**config.mk**
```make
export PLATFORM = sky130hd
export DESIGN_NAME = fit_policy_block_allocator_top
export DESIGN_NICKNAME = d
export VERILOG_FILES = /design/src/sv/fpba_pkg.sv /design/src/sv/fit_policy_block_allocator_top.sv /design/src/sv/fpba_store.sv
export SDC_FILE = /design/constraint.sdc
export NUM_CORES = 1
export LEC_CHECK = 0
export BUFFER_PORTS_ARGS = -buffer_cell sky130_fd_sc_hd__buf_2
export CELL_PAD_IN_SITES_DETAIL_PLACEMENT = 1
export CELL_PAD_IN_SITES_GLOBAL_PLACEMENT = 1
export CORE_MARGIN = 4
export CORE_UTILIZATION = 38
export DETAILED_ROUTE_END_ITERATION = 8
export PLACE_DENSITY = 0.57
export SYNTH_ARGS = -nofsm -noshare
export SYNTH_HDL_FRONTEND = slang
export SYNTH_SLANG_ARGS = --single-unit
```
**constraint.sdc**
```tcl
create_clock -name clk -period 7.1 [get_ports clk]
set_input_delay 0.355 -clock clk [delete_from_list [all_inputs] [get_ports clk]]
set_output_delay 0.355 -clock clk [all_outputs]
set_load 0.03 [all_outputs]
```
**src/sv/fpba_pkg.sv**
```systemverilog
`default_nettype none

package fpba_pkg;

  // Default sizing of the block table.
  localparam int NUM_BLOCKS_DEF = 16;
  localparam int SIZE_BITS_DEF  = 16;

  // Item commands.
  localparam logic CMD_LOAD    = 1'b0;
  localparam logic CMD_REQUEST = 1'b1;

  // Placement policies.
  localparam logic [1:0] FIT_FIRST = 2'd0;
  localparam logic [1:0] FIT_BEST  = 2'd1;
  localparam logic [1:0] FIT_WORST = 2'd2;

  // Configuration register map.
  localparam int           CFG_IDX_W       = 1;
  localparam int           CFG_DATA_W      = 5;
  localparam logic [CFG_IDX_W-1:0] REG_FIT_MODE    = 1'b0;
  localparam logic [CFG_IDX_W-1:0] REG_BLOCK_COUNT = 1'b1;
  localparam logic [1:0]   FIT_MODE_RST    = FIT_FIRST;
  localparam logic [4:0]   BLOCK_COUNT_RST = 5'd16;

  // Field widths of the items.
  localparam int LOAD_IDX_W  = 4;
  localparam int SIZE_VAL_W  = 16;
  localparam int CHOSEN_W    = 4;
  localparam int IN_TDATA_W  = 24;
  localparam int OUT_TDATA_W = 8;

endpackage : fpba_pkg

`default_nettype wire

```
**src/sv/fit_policy_block_allocator_top.sv**
```systemverilog
`default_nettype none

// Channel   Dir  Payload                                           Handshake
// in_       in   tdata: command, load_index, size_value; tlast     tvalid/tready
// out_      out  tdata: granted, chosen_block; tlast = batch_done  tvalid/tready
// cfg_      in   cfg_index, cfg_wdata (fit_mode, block_count)      cfg_we
//
// A load item is written into the block table in the cycle it is accepted.
// A request item is served before the next item can be taken: one
// comparator walks the table one entry per cycle behind the registered read
// port of the table, up to min(block_count, NUM_BLOCKS) entries, and a final
// update state charges the block once the output register is free.
// A finished result waits in the output register, so a stalled out_ side only
// holds the block once a second request is ready to deliver its result.
// Reset (rst_n, synchronous, active low) clears control and configuration;
// the table itself is not cleared and must be loaded before it is scanned.
module fit_policy_block_allocator_top
  import fpba_pkg::*;
#(
  parameter int NUM_BLOCKS = NUM_BLOCKS_DEF,
  parameter int SIZE_BITS  = SIZE_BITS_DEF
) (
  input  wire logic                   clk,
  input  wire logic                   rst_n,

  input  wire logic                   in_tvalid,
  output logic                        in_tready,
  // [0] command, [4:1] load_index, [20:5] size_value, [23:21] zero
  input  wire logic [IN_TDATA_W-1:0]  in_tdata,
  input  wire logic                   in_tlast,      // last_request

  output logic                        out_tvalid,
  input  wire logic                   out_tready,
  // [0] granted, [4:1] chosen_block, [7:5] zero
  output logic      [OUT_TDATA_W-1:0] out_tdata,
  output logic                        out_tlast,     // batch_done

  input  wire logic                   cfg_we,
  input  wire logic [CFG_IDX_W-1:0]   cfg_index,
  input  wire logic [CFG_DATA_W-1:0]  cfg_wdata
);

  // Table address width, scan counter width (holds NUM_BLOCKS itself), and
  // the common widths used to compare the narrow fields against the depth.
  localparam int AW     = (NUM_BLOCKS > 1) ? $clog2(NUM_BLOCKS) : 1;
  localparam int CNT_W  = $clog2(NUM_BLOCKS + 1);
  localparam int LIM_W  = (CNT_W > 5) ? CNT_W : 5;
  localparam int LDX_W  = (CNT_W > LOAD_IDX_W) ? CNT_W : LOAD_IDX_W;
  localparam int PICK_W = (AW > CHOSEN_W) ? AW : CHOSEN_W;

  localparam logic [1:0] S_IDLE = 2'd0;
  localparam logic [1:0] S_SCAN = 2'd1;
  localparam logic [1:0] S_UPD  = 2'd2;

  // Input item fields.
  logic                  in_cmd;
  logic [LOAD_IDX_W-1:0] in_load_index;
  logic [SIZE_VAL_W-1:0] in_size_value;
  logic                  in_acc;

  assign in_cmd        = in_tdata[0];
  assign in_load_index = in_tdata[4:1];
  assign in_size_value = in_tdata[20:5];
  assign in_acc        = in_tvalid && in_tready;

  // Configuration registers.
  logic [1:0] fit_mode_r;
  logic [4:0] block_count_r;

  always_ff @(posedge clk) begin
    if (!rst_n) begin
      fit_mode_r    <= FIT_MODE_RST;
      block_count_r <= BLOCK_COUNT_RST;
    end else if (cfg_we) begin
      case (cfg_index)
        REG_FIT_MODE:    fit_mode_r    <= cfg_wdata[1:0];
        REG_BLOCK_COUNT: block_count_r <= cfg_wdata[4:0];
        default: ;
      endcase
    end
  end

  // Sequencer and scan registers.
  logic [1:0]           state_r, state_nxt;
  logic [CNT_W-1:0]     lim_r, lim_nxt;
  logic [CNT_W-1:0]     issue_r, issue_nxt;
  logic                 dv_r, dv_nxt;
  logic [AW-1:0]        cmp_idx_r, cmp_idx_nxt;
  logic                 found_r, found_nxt;
  logic [AW-1:0]        pick_r, pick_nxt;
  logic [SIZE_BITS-1:0] best_r, best_nxt;
  logic [SIZE_BITS-1:0] size_r, size_nxt;
  logic                 last_r, last_nxt;

  logic                 out_tvalid_r, out_tvalid_nxt;
  logic                 out_granted_r, out_granted_nxt;
  logic [CHOSEN_W-1:0]  out_chosen_r, out_chosen_nxt;
  logic                 out_last_r, out_last_nxt;

  // Table ports.
  logic                 wr_en;
  logic [AW-1:0]        wr_addr;
  logic [SIZE_BITS-1:0] wr_data;
  logic [SIZE_BITS-1:0] rd_data;

  // Load address check and the clamped scan limit.
  logic [LDX_W-1:0]     ld_ext;
  logic                 ld_ok;
  logic [LIM_W-1:0]     bc_ext;
  logic [LIM_W-1:0]     lim_full;
  logic [SIZE_BITS-1:0] in_size;

  assign ld_ext   = LDX_W'(in_load_index);
  assign ld_ok    = ld_ext < LDX_W'(NUM_BLOCKS);
  assign bc_ext   = LIM_W'(block_count_r);
  assign lim_full = (bc_ext > LIM_W'(NUM_BLOCKS)) ? LIM_W'(NUM_BLOCKS) : bc_ext;
  assign in_size  = SIZE_BITS'(in_size_value);

  // The shared compare unit: does the entry fit, and does it beat the
  // current candidate under the selected policy. Ties keep the lower index.
  logic fits;
  logic better;
  logic take;

  always_comb begin
    fits = size_r <= rd_data;
    case (fit_mode_r)
      FIT_BEST:  better = rd_data < best_r;
      FIT_WORST: better = rd_data > best_r;
      default:   better = 1'b0;
    endcase
    take = dv_r && fits && (!found_r || better);
  end

  logic out_free;
  logic [PICK_W-1:0] pick_ext;

  assign out_free = !out_tvalid_r || out_tready;
  assign pick_ext = PICK_W'(pick_r);

  always_comb begin
    state_nxt       = state_r;
    lim_nxt         = lim_r;
    issue_nxt       = issue_r;
    dv_nxt          = 1'b0;
    cmp_idx_nxt     = cmp_idx_r;
    found_nxt       = found_r;
    pick_nxt        = pick_r;
    best_nxt        = best_r;
    size_nxt        = size_r;
    last_nxt        = last_r;
    out_tvalid_nxt  = out_tvalid_r && !out_tready;
    out_granted_nxt = out_granted_r;
    out_chosen_nxt  = out_chosen_r;
    out_last_nxt    = out_last_r;
    wr_en           = 1'b0;
    wr_addr         = ld_ext[AW-1:0];
    wr_data         = in_size;

    case (state_r)
      S_IDLE: begin
        if (in_acc) begin
          if (in_cmd == CMD_LOAD) begin
            wr_en = ld_ok;
          end else begin
            lim_nxt   = lim_full[CNT_W-1:0];
            issue_nxt = '0;
            found_nxt = 1'b0;
            pick_nxt  = '0;
            size_nxt  = in_size;
            last_nxt  = in_tlast;
            state_nxt = S_SCAN;
          end
        end
      end

      S_SCAN: begin
        // Issue the next read while the previous entry is compared.
        if (issue_r != lim_r) begin
          dv_nxt      = 1'b1;
          cmp_idx_nxt = issue_r[AW-1:0];
          issue_nxt   = issue_r + 1'b1;
        end else begin
          // The entry compared in this cycle is the last one.
          state_nxt = S_UPD;
        end
        if (take) begin
          found_nxt = 1'b1;
          pick_nxt  = cmp_idx_r;
          best_nxt  = rd_data;
        end
      end

      S_UPD: begin
        if (out_free) begin
          wr_en           = found_r;
          wr_addr         = pick_r;
          wr_data         = best_r - size_r;
          out_tvalid_nxt  = 1'b1;
          out_granted_nxt = found_r;
          out_chosen_nxt  = found_r ? pick_ext[CHOSEN_W-1:0] : '0;
          out_last_nxt    = last_r;
          state_nxt       = S_IDLE;
        end
      end

      default: begin
        state_nxt = S_IDLE;
      end
    endcase
  end

  always_ff @(posedge clk) begin
    if (!rst_n) begin
      state_r      <= S_IDLE;
      dv_r         <= 1'b0;
      found_r      <= 1'b0;
      out_tvalid_r <= 1'b0;
    end else begin
      state_r      <= state_nxt;
      dv_r         <= dv_nxt;
      found_r      <= found_nxt;
      out_tvalid_r <= out_tvalid_nxt;
    end
  end

  always_ff @(posedge clk) begin
    lim_r         <= lim_nxt;
    issue_r       <= issue_nxt;
    cmp_idx_r     <= cmp_idx_nxt;
    pick_r        <= pick_nxt;
    best_r        <= best_nxt;
    size_r        <= size_nxt;
    last_r        <= last_nxt;
    out_granted_r <= out_granted_nxt;
    out_chosen_r  <= out_chosen_nxt;
    out_last_r    <= out_last_nxt;
  end

  fpba_store #(
    .NUM_BLOCKS (NUM_BLOCKS),
    .SIZE_BITS  (SIZE_BITS)
  ) u_store (
    .clk     (clk),
    .wr_en   (wr_en),
    .wr_addr (wr_addr),
    .wr_data (wr_data),
    .rd_addr (issue_r[AW-1:0]),
    .rd_data (rd_data)
  );

  assign in_tready  = (state_r == S_IDLE);
  assign out_tvalid = out_tvalid_r;
  assign out_tdata  = {{(OUT_TDATA_W - CHOSEN_W - 1){1'b0}}, out_chosen_r, out_granted_r};
  assign out_tlast  = out_last_r;

`ifndef SYNTHESIS
  // A request occupies the block: no item is taken in the next cycle.
  a_req_blocks: assert property (@(posedge clk) disable iff (!rst_n)
    (in_acc && in_cmd == CMD_REQUEST) |=> !in_tready)
    else $error("input accepted right after a request");

  // Read data is only marked valid while the table is being walked.
  a_dv_in_scan: assert property (@(posedge clk) disable iff (!rst_n)
    dv_r |-> (state_r == S_SCAN))
    else $error("compare data valid outside the scan");

  // The read counter never runs past the scan limit.
  a_issue_bound: assert property (@(posedge clk) disable iff (!rst_n)
    (state_r == S_SCAN) |-> (issue_r <= lim_r))
    else $error("scan counter past the limit");

  // A charged block always lies inside the scanned range.
  a_pick_bound: assert property (@(posedge clk) disable iff (!rst_n)
    (state_r == S_UPD && found_r) |-> (CNT_W'(pick_r) < lim_r))
    else $error("chosen block outside the scanned range");
`endif

endmodule : fit_policy_block_allocator_top

`default_nettype wire

```
**src/sv/fpba_store.sv**
```systemverilog
`default_nettype none

// Table of remaining block sizes: one write port, one read port with a
// registered read.
module fpba_store
  import fpba_pkg::*;
#(
  parameter int NUM_BLOCKS = NUM_BLOCKS_DEF,
  parameter int SIZE_BITS  = SIZE_BITS_DEF,
  localparam int AW        = (NUM_BLOCKS > 1) ? $clog2(NUM_BLOCKS) : 1
) (
  input  wire logic                 clk,
  input  wire logic                 wr_en,
  input  wire logic [AW-1:0]        wr_addr,
  input  wire logic [SIZE_BITS-1:0] wr_data,
  input  wire logic [AW-1:0]        rd_addr,
  output logic      [SIZE_BITS-1:0] rd_data
);

  logic [SIZE_BITS-1:0] mem [NUM_BLOCKS];

  always_ff @(posedge clk) begin
    if (wr_en) begin
      mem[wr_addr] <= wr_data;
    end
  end

  always_ff @(posedge clk) begin
    rd_data <= mem[rd_addr];
  end

endmodule : fpba_store

`default_nettype wire

```
==> impl_metrics.json, run 1 <==
{
  "powerDensity_mw_per_mm2": 275,
  "cts_tree": "yes",
  "cts.htree.levels": 2,
  "setup_viol": 0,
  "synth_cells": 821,
  "cp_max_fo": 16,
  "ys_ff_latch": 341,
  "grt_max_degree": 68,
  "endpoint_kind": "flop",
  "synth_top_family_by_area": "multiplexers",
  "ys_seq_area_share_pct": 69.3,
  "crit_chain": "ha_1 -> fa_1 -> nor2b_4 -> o211ai_2 -> a32oi_2 -> and3_1 -> a311oi_1 -> xor2_1 -> o21ai_1",
  "startpoint_type": "flop",
  "layout-drive-gt1-share_pct": 25.5,
  "layout_common_cells": "313 x edfxtp_1, 80 x mux4_2, 56 x inv_1, 50 x ha_1, 41 x nand2_1",
  "synthAdderAreaFrac_pct": 4.49,
  "grt_setup_unrepaired": "no",
  "route.detailed.drc": 0,
  "holdPathStages": 1,
  "critPathBufInv": 0,
  "cpPeakStageDelay_ns": 0.84,
  "hold_violations": 0,
  "die_h_um": 202,
  "cts_buffers": 38,
  "post-route-period-util_pct": 47.6,
  "vias_per_cell": 5.19,
  "place_congestion": 0.800,
  "nets": 1000,
  "drtIter0Drc": 607,
  "die_x_um": 202,
  "antenna_found_initial": 3,
  "hold_start": "in_tdata[12]",
  "grt_pass1_vias": 8372,
  "ios": 47,
  "fin_tns_setup_ns": 0,
  "drv_cap": 0,
  "slew_viol_final": 0,
  "synth_warnings": 0,
  "clockRootBuffer": "clkbuf_16",
  "final.fill_count": 3607,
  "clock-sinks": 341,
  "whs_endpoint": "size_r[7]",
  "r2r_end": "u_store.mem[14][12]",
  "dp_cells": 1373,
  "layout_commonest_cell": "edfxtp_1",
  "synth-edff-count": 313,
  "post-route-util_pct": 45.0,
  "area_growth_pct": 15.8,
  "gr-total-overflow": 0,
  "diodes": 0,
  "async_flop_share_pct": 0,
  "final_cells": 1447,
  "cp.required_ns": 7.27,
  "fin_worst_skew_ns": 0.0157,
  "worstHoldPathType": "primary input to flop",
  "syn_area_mm2": 0.0144,
  "synth_compound_area_share_pct": 4.16,
  "ant_nets": 0,
  "synthSimpleGateAreaFrac_pct": 5.26,
  "crit_arrival_ns": 3.55,
  "post-cts-setup-buffer-count": 0,
  "start_util_pct": 38.9,
  "crit_family": "compound AO/OA/AOI/OAI gates",
  "reg2reg_from": "size_r[0]",
  "cts_resized": 0,
  "ff2ff_path_depth": 9,
  "cpMaxStageDelayCell": "o21ai_1",
  "reg2reg_slack_ns": 3.72,
  "crit_type": "flop to flop",
  "synth-xor-area-share_pct": 1.34,
  "synth_flop_cell": "edfxtp_1",
  "wl_um": 34100,
  "grt_pass1_wl_um": 51800,
  "holdWs_ns": 0.0235,
  "track_usage_pct": 16.8,
  "power.leakage_nw": 5.82,
  "dp.final_hpwl_um": 21700,
  "core_area_mm2": 0.0370,
  "clock_path_buffers": 3,
  "core.rowCount": 70,
  "yosys-mux-area-fraction_pct": 12.7,
  "wire_per_inst_um": 23.6,
  "irDropWorstVdd_mv": 0.152,
  "firstDrtPassIters": 6,
  "vias": 7503,
  "period_needed_ns": 3.38,
  "die_area_mm2": 0.0410,
  "clock_latency_ns": 0.53,
  "fmaxAchievable_mhz": 296,
  "tightestPinTransition_ns": 1.07,
  "clk_pin_slew_ns": 0.06,
  "synth_area_per_cell_um2": 17.5,
  "relSlewSlack_pct": 28.0,
  "port_buffers": 40,
  "synth_cell_type_count": 67,
  "outcome": "complete, no violations"
}
[cell usage after synthesis (all sizes together) (10+ instances only)]
library cell	n	area [µm²]
edfxtp	313	9400
mux4	80	1800
inv	57	214
ha	50	626
nand2	41	154
nor2	30	113
dfxtp	28	561
o21ai	25	125
buf	20	134
nand3	16	80.1
a21oi	15	75.1
and2	14	87.6
nor2b	11	76.3
xnor2	11	96.3
xor2	11	96.3
clkbuf	10	38.8
[cell type report]
cell class	count	area, µm²	area share (%)
inverter	57	214	1.29
sequential	341	9960	59.8
clock buffer	50	1040	6.23
timing repair buffer	80	510	3.07
tap	504	631	3.79
multi-input combinational	395	4080	24.5
clock inverter	20	219	1.32
[registers in the layout (all words and copies together) (netlist names)]
signal	flops
dv_r	1
fit_mode_r	2
lim_r	5
out_tlast	1
best_r	16
pick_ext	4
issue_r	5
last_r	1
out_chosen_r	4
out_tvalid	1
cmp_idx_r	4
u_store.rd_data	16
out_granted_r	1
bc_ext	5
found_r	1
state_r	2
u_store.mem	256
size_r	16
[timing repair]
action,4_1_cts,5_1_grt
setup endpoints to repair,0,0
hold buffers,3,1
endpoints found under the hold margin,3,1
[worst reg2reg max path: stages (launching register included)]
cell and delay, ns:
edfxtp_1 0.40, ha_1 0.24, fa_1 0.44, nor2b_4 0.15, o211ai_2 0.13, a32oi_2 0.32, and3_1 0.22, a311oi_1 0.12
xor2_1 0.16, o21ai_1 0.84
[cell families after synthesis]
family | after synthesis
buffers and inverters | 87
xor gates and xnor gates | 22
and+or+nand+nor | 147
other | 1
AOI/OAI and AO/OA | 89
muxes | 83
DFF | 341
adders and majority gates | 51
[layer usage]
metal	up-vias	global-route usage, %	part of all wire, %
li1	3409	-	-
met1	3923	22.0	43
met2	127	29.6	51
met3	44	2.83	3.9
met4	0	4.00	1.8
met5	-	0	0
[how the worst max path moves through the flow]
| stage | from | end | slack [ns] | cells past startpoint |
|---|---|---|---|---|
| after floorplan | best_r[9] | best_r[0] | 4.29 | 8 |
| after global placement | size_r[4] | u_store.mem[10][15] | 3.80 | 8 |
| after detailed placement | best_r[6] | u_store.mem[9][15] | 3.57 | 7 |
| after CTS | size_r[4] | u_store.mem[10][15] | 3.53 | 8 |
| after global routing | best_r[0] | u_store.mem[13][12] | 3.49 | 10 |
| final | size_r[0] | u_store.mem[14][12] | 3.72 | 9 |
[per-stage QoR]
step / power (mW) / setup slack (ns) / area (µm²)
6_report: 4.58 / 3.72 / 16600
3_3_place_gp: 2.68 / 3.80 / 15300
2_1_floorplan: 2.57 / 4.29 / 14400
4_1_cts: 4.65 / 3.53 / 16600
5_1_grt: 4.78 / 3.49 / 16600
3_5_place_dp: 2.70 / 3.57 / 15300
[report_power, final]
| group | internal (mW) | leakage, nW | switching [mW] | total [mW] |
|---|---|---|---|---|
| sequential | 2.24 | 3.07 | 0.0301 | 2.27 |
| clock | 1.15 | 0.604 | 0.781 | 1.93 |
| combinational | 0.166 | 2.15 | 0.209 | 0.375 |
| total | 3.56 | 5.82 | 1.02 | 4.58 |
Note: power is estimated with default switching activity, not from simulation.
==> inputs of run 2 (changes only) <==
--- a/config.mk
+++ b/config.mk
@@ -5,13 +5,14 @@
 export SDC_FILE = /design/constraint.sdc
 export NUM_CORES = 1
 export LEC_CHECK = 0
+export ABC_AREA = 1
 export BUFFER_PORTS_ARGS = -buffer_cell sky130_fd_sc_hd__buf_2
 export CELL_PAD_IN_SITES_DETAIL_PLACEMENT = 1
 export CELL_PAD_IN_SITES_GLOBAL_PLACEMENT = 1
 export CORE_MARGIN = 4
 export CORE_UTILIZATION = 38
 export DETAILED_ROUTE_END_ITERATION = 8
-export PLACE_DENSITY = 0.57
+export PLACE_DENSITY = 0.59
 export SYNTH_ARGS = -nofsm -noshare
 export SYNTH_HDL_FRONTEND = slang
 export SYNTH_SLANG_ARGS = --single-unit
==> constraint.sdc (replaced) <==
create_clock -name clk -period 3.3 [get_ports clk]
set_input_delay 0.165 -clock clk [delete_from_list [all_inputs] [get_ports clk]]
set_output_delay 0.165 -clock clk [all_outputs]
set_load 0.03 [all_outputs]
==> run 2 against run 1 <==
  * Critical path depth up 1
  * Final area increased by 4.4%
  * Wire length up 16%
  * Flip-flop and latch count unchanged
  * Non-clock buffer count is 33 higher
  * Worst hold slack better by 0.060 ns
  * Synthesized cell count rose by 48%
  * Clock power increased by 130%
  * Die area up 2.5%
  * Sequential share of layout area fell by 2.5 points
==> impl_metrics.json, run 2 <==
{
  "largest_reg_flops": 256,
  "antenna_found_initial": 2,
  "drtIter0Drc": 517,
  "setup_ws_ns": 0.463,
  "diodes": 0,
  "r2r_end": "u_store.mem[0][12]",
  "synth_most_common_cell": "edfxtp_1",
  "relSlewSlack_pct": 13.6,
  "synth_area_per_cell_um2": 12.2,
  "powerDensity_mw_per_mm2": 602,
  "outcome": "complete, no violations",
  "power.leakage_nw": 6.43,
  "crit_chain": "inv_1 -> ha_1 -> fa_1 -> nand3b_1 -> nand2_1 -> nand4_1 -> nand4_1 -> nand3_1 -> o21ai_0 -> inv_1",
  "hold_violations": 0,
  "dpl-instance-area_mm2": 0.0157,
  "syn_area_mm2": 0.0147,
  "finalPower_mw": 10.5,
  "cts_tree": "yes",
  "synth_common_cells": "313 x edfxtp_1, 193 x nor2_1, 123 x nand2_1",
  "cp_max_fo": 16,
  "synth.area.top_cells": "edfxtp_1 64%, nor2_1 4.9%, ha_1 4.2%",
  "wl_um": 39400,
  "ant_nets": 0,
  "final_area_mm2": 0.0174,
  "cts_resized": 0,
  "cts_buffers": 39,
  "die_x_um": 205,
  "endpoint_kind": "flop",
  "crit_family": "simple AND/OR/NAND/NOR gates",
  "vias": 9590,
  "wire_per_inst_um": 21.3,
  "ys_ff_latch": 341,
  "synth_cell_type_count": 44,
  "clk_pin_slew_ns": 0.06,
  "reg2reg_from": "best_r[0]",
  "post-route-period-util_pct": 86.0,
  "synth_top_area_cell": "edfxtp_1",
  "ys_seq_area_share_pct": 67.6,
  "critPathBufInv": 2,
  "ios": 47,
  "track_usage_pct": 18.9,
  "slew_viol_final": 0,
  "post-route-util_pct": 45.8,
  "fin_tns_setup_ns": 0,
  "period_needed_ns": 2.84,
  "synth-edff-count": 313,
  "grt_max_degree": 85,
  "cts.htree.levels": 2,
  "layout_commonest_cell": "edfxtp_1",
  "layout-drive-gt1-share_pct": 13.8,
  "grt_pass1_wl_um": 60500,
  "grt_pass1_vias": 10028,
  "fin_worst_skew_ns": 0.0207,
  "crit_type": "flop to flop",
  "drv_cap": 0,
  "gr-total-overflow": 0,
  "layout_common_cells": "313 x edfxtp_1, 177 x nor2_1, 123 x nand2_1, 95 x inv_1, 89 x o21ai_0",
  "startpoint_type": "flop",
  "synth_top_cell_area_share_pct": 63.8,
  "synth_flop_cell": "edfxtp_1",
  "fmaxAchievable_mhz": 352,
  "irDropWorstVdd_mv": 0.429,
  "setup_viol": 0,
  "synth_warnings": 0,
  "place_ws_ns": 0.455,
  "nets": 1401,
  "post-cts-setup-buffer-count": 0,
  "async_flop_share_pct": 0,
  "clock_path_buffers": 3,
  "core.rowCount": 71,
  "ff2ff_path_depth": 10,
  "vias_per_cell": 5.17,
  "worstHoldPathType": "primary input to flop",
  "clockRootBuffer": "clkbuf_16",
  "reg2reg_slack_ns": 0.46,
  "start_util_pct": 38.9,
  "synth_cells": 1212,
  "cpMaxStageDelayCell": "fa_1",
  "tightestPinTransition_ns": 1.29,
  "top_register": "u_store.mem",
  "die_h_um": 205,
  "area_growth_pct": 17.9,
  "dp_cells": 1753,
  "clock-sinks": 341,
  "port_buffers": 40,
  "final_cells": 1855,
  "hold_start": "cfg_we",
  "cpPeakStageDelay_ns": 0.42,
  "clock_latency_ns": 0.54,
  "firstDrtPassIters": 5,
  "grt_setup_unrepaired": "no",
  "dp.final_hpwl_um": 25100,
  "holdPathStages": 5,
  "route.detailed.drc": 0,
  "holdWs_ns": 0.0833,
  "crit_arrival_ns": 3.01,
  "place_congestion": 0.764,
  "whs_endpoint": "fit_mode_r[1]",
  "die_area_mm2": 0.0420,
  "cp.required_ns": 3.48,
  "core_area_mm2": 0.0379
}
[run 2: changes by cell type in the layout (fill, tap and decap cells not counted), moves of 25 or more]
cell,delta
a21oi_1,+27
o32ai_1,+38
o21ai_0,+68
nand3_1,+39
dlygate4sd3_1,+27
mux4_2,-80
inv_1,+39
o221ai_1,+25
nor2_1,+163
nand2_1,+82
[run 2: timing repair]
item                       CTS  global route
hold endpoints to repair    26             0
setup endpoints to repair    0             0
hold buffers                31             0
[run 2: routing by layer]
| layer | GRT usage [%] | share of wire [%] | wire length (µm) |
|---|---|---|---|
| met3 | 2.79 | 4.1 | 1610 |
| met2 | 30.4 | 46 | 18200 |
| met4 | 5.02 | 2.2 | 871 |
| met1 | 27.0 | 48 | 18700 |
| met5 | 0 | 0 | 0 |
[run 2: cell families after synthesis]
kind of cell    share of synthesized area (%)
simple gates                             11.2
flops                                    67.6
other cells                            0.0254
compound gates                           9.91
xor+xnor                                0.772
mux                                      1.70
fa+ha+maj                                4.38
buf+inv                                  4.46
[run 2: power by group]
part	internal, mW	leakage, nW	total [mW]	switching, mW
clock network	2.65	0.648	4.41	1.77
logic	0.367	2.72	1.09	0.721
registers	4.88	3.07	4.97	0.0899
[run 2: how the worst max path moves through the flow]
stage	start	end	slack (ns)	depth (start not counted)
3_5_place_dp	size_r[0]	u_store.mem[5][12]	0.46	9
6_report	best_r[0]	u_store.mem[0][12]	0.46	10
2_1_floorplan	size_r[0]	u_store.mem[0][8]	0.80	7
4_1_cts	best_r[0]	u_store.mem[0][12]	0.43	10
5_1_grt	size_r[0]	u_store.mem[0][12]	0.27	9
3_3_place_gp	size_r[0]	u_store.mem[5][12]	0.52	9
[run 2: final cells by class]
cell class                 instances  area, µm²
inverter                         103        388
clock inverter                    12        149
multi-input combinational        716       4170
fill                            4027      20600
clock buffer                      59       1180
timing repair buffer             113        888
sequential                       341       9960
tap                              511        639
[run 2: tightest hold or removal path: stages]
cell     delay, ns
buf_2         0.11
inv_1         0.05
nor2_1        0.03
inv_1         0.11
a21oi_1       0.09
==> inputs of run 3 (changes only) <==
--- a/config.mk
+++ b/config.mk
@@ -12,7 +12,7 @@
 export CORE_MARGIN = 4
 export CORE_UTILIZATION = 38
 export DETAILED_ROUTE_END_ITERATION = 8
-export PLACE_DENSITY = 0.59
+export PLACE_DENSITY = 0.61
 export SYNTH_ARGS = -nofsm -noshare
 export SYNTH_HDL_FRONTEND = slang
 export SYNTH_SLANG_ARGS = --single-unit
==> constraint.sdc (replaced) <==
create_clock -name clk -period 2.3 [get_ports clk]
set_input_delay 0.115 -clock clk [delete_from_list [all_inputs] [get_ports clk]]
set_output_delay 0.115 -clock clk [all_outputs]
set_load 0.03 [all_outputs]
==> run 3 against run 2 <==
  * Sequential share of layout area is 2.3 points lower
  * Fmax is 24% higher
  * Via count is 2.8% higher
  * Sequential power rose by 43%
  * First-iteration DRC count increased by 19%
  * Clock power is 33% higher
  * Worst setup slack got worse by 0.45 ns
  * Flip-flop and latch count unchanged
  * Worst hold slack worse by 0.0096 ns
  * Wire length increased by 0.81%
==> impl_metrics.json, run 3 (synthesis results as in run 2) <==
{
  "die_area_mm2": 0.0420,
  "drv_cap": 0,
  "finalPower_mw": 14.7,
  "grt_pass1_vias": 10211,
  "dpl-instance-area_mm2": 0.0163,
  "crit_chain": "ha_4 -> fa_2 -> nand3b_1 -> nand2_2 -> buf_4 -> nand4_1 -> nand4_1 -> nand3_1 -> o21ai_0 -> inv_1 -> buf_6",
  "vias_per_cell": 5.19,
  "port_buffers": 40,
  "clock-sinks": 341,
  "diodes": 0,
  "clk_pin_slew_ns": 0.06,
  "crit_type": "flop to flop",
  "layout-drive-gt1-share_pct": 19.2,
  "crit_arrival_ns": 2.55,
  "cts.htree.levels": 2,
  "tightestPinTransition_ns": 0.629,
  "fmaxAchievable_mhz": 438,
  "cp.required_ns": 2.57,
  "drtIter0Drc": 613,
  "start_util_pct": 38.9,
  "clock_path_buffers": 3,
  "worstHoldPathType": "primary input to flop",
  "setup_viol": 0,
  "holdWs_ns": 0.0737,
  "period_needed_ns": 2.28,
  "irDropWorstVdd_mv": 0.431,
  "post-route-period-util_pct": 99.2,
  "slew_viol_final": 0,
  "vias": 9861,
  "relSlewSlack_pct": 57.9,
  "hold_violations": 0,
  "layout_common_cells": "313 x edfxtp_1, 176 x nor2_1, 113 x nand2_1, 90 x inv_1, 89 x o21ai_0",
  "cp_max_fo": 16,
  "largest_reg_flops": 256,
  "ff2ff_path_depth": 11,
  "dp.final_hpwl_um": 25900,
  "grt_max_degree": 68,
  "post-route-util_pct": 47.8,
  "layout_commonest_cell": "edfxtp_1",
  "ios": 47,
  "final_area_mm2": 0.0181,
  "nets": 1446,
  "grt_pass1_wl_um": 60400,
  "clockRootBuffer": "clkbuf_16",
  "outcome": "complete, no violations",
  "ant_nets": 0,
  "cts_buffers": 39,
  "gr-total-overflow": 0,
  "wire_per_inst_um": 20.9,
  "fin_worst_skew_ns": 0.0118,
  "cp.depth": 11,
  "area_growth_pct": 22.9,
  "final.fill_count": 3927,
  "powerDensity_mw_per_mm2": 812,
  "holdPathStages": 3,
  "cts_tree": "yes",
  "crit_family": "simple AND/OR/NAND/NOR gates",
  "wl_um": 39700,
  "power.leakage_nw": 6.70,
  "startpoint_type": "flop",
  "core_area_mm2": 0.0379,
  "antenna_found_initial": 2,
  "core.rowCount": 71,
  "cpPeakStageDelay_ns": 0.43,
  "firstDrtPassIters": 5,
  "place_congestion": 0.770,
  "endpoint_kind": "flop",
  "top_register": "u_store.mem",
  "track_usage_pct": 18.8,
  "cp_common_cell": "nand4_1",
  "critPathBufInv": 3,
  "clock_latency_ns": 0.54,
  "die_x_um": 205,
  "cpMaxStageDelayCell": "edfxtp_1",
  "route.detailed.drc": 0,
  "die_h_um": 205,
  "grt_setup_unrepaired": "yes"
}
==> run 3: cell count changes in the layout (fill, tap and decap cells not counted), moves of 9 or more <==
cell	previous run	this run
buf_12	5	27
buf_4	37	53
clkbuf_8	11	2
ha_1	50	40
nand2_1	123	113
nand2_2	3	12
==> run 3: what timing repair did <==
action	in CTS	in global routing
setup buffers	5	6
pin swaps	3	13
hold endpoints to repair	26	0
endpoints found under the setup margin	86	157
hold buffers	31	0
cloned	2	0
resized for setup	14	39
==> run 3: worst paths after layout <==
path,startpoint,slack [ns],to
max,size_r[0],0.02,u_store.mem[0][12]
min,in_tdata[0],0.07,state_r[0]
max reg2reg,size_r[0],0.02,u_store.mem[0][12]
min reg2reg,last_r,0.42,out_tlast
==> run 3: layout make-up <==
cell class / instances / area, µm² / share of cell area (%)
Sequential cell: 341 / 9960 / 55.0
Tap cell: 511 / 639 / 3.53
Timing Repair Buffer: 157 / 1530 / 8.46
Multi-Input combinational cell: 716 / 4360 / 24.0
Timing Repair inverter: 1 / 7.51 / 0.0414
Clock inverter: 25 / 184 / 1.01
Inverter: 103 / 394 / 2.17
Clock buffer: 47 / 1050 / 5.78
==> run 3: routing by layer <==
layer,vias up,global-route usage [%],part of all wire (%)
met5,-,0,0
met4,0,3.56,1.3
met3,42,2.39,3.5
met2,163,31.6,49
met1,4993,26.6,46
li1,4663,-,-
==> run 3: stage by stage <==
stage / instances / worst slack (ns) / setup TNS (ns)
5_1_grt: 1901 / -0.138 / -7.54
3_5_place_dp: 1787 / -0.239 / -7.99
4_1_cts: 1897 / 0.00425 / 0
3_3_place_gp: 1787 / -0.121 / -3.00
6_report: 1901 / 0.0174 / 0
2_1_floorplan: 1214 / -0.117 / -27.44
==> run 3: power breakdown <==
part           internal (mW)  switching, mW
Combinational          0.632           1.09
Clock                   3.39           2.48
Sequential              6.99          0.119
==> run 3: tightest hold or removal path, delay by kind of cell <==
family | cells | cell delay, ns
simple gates | 1 | 0.21
buf+inv | 1 | 0.11
compound gates | 1 | 0.10
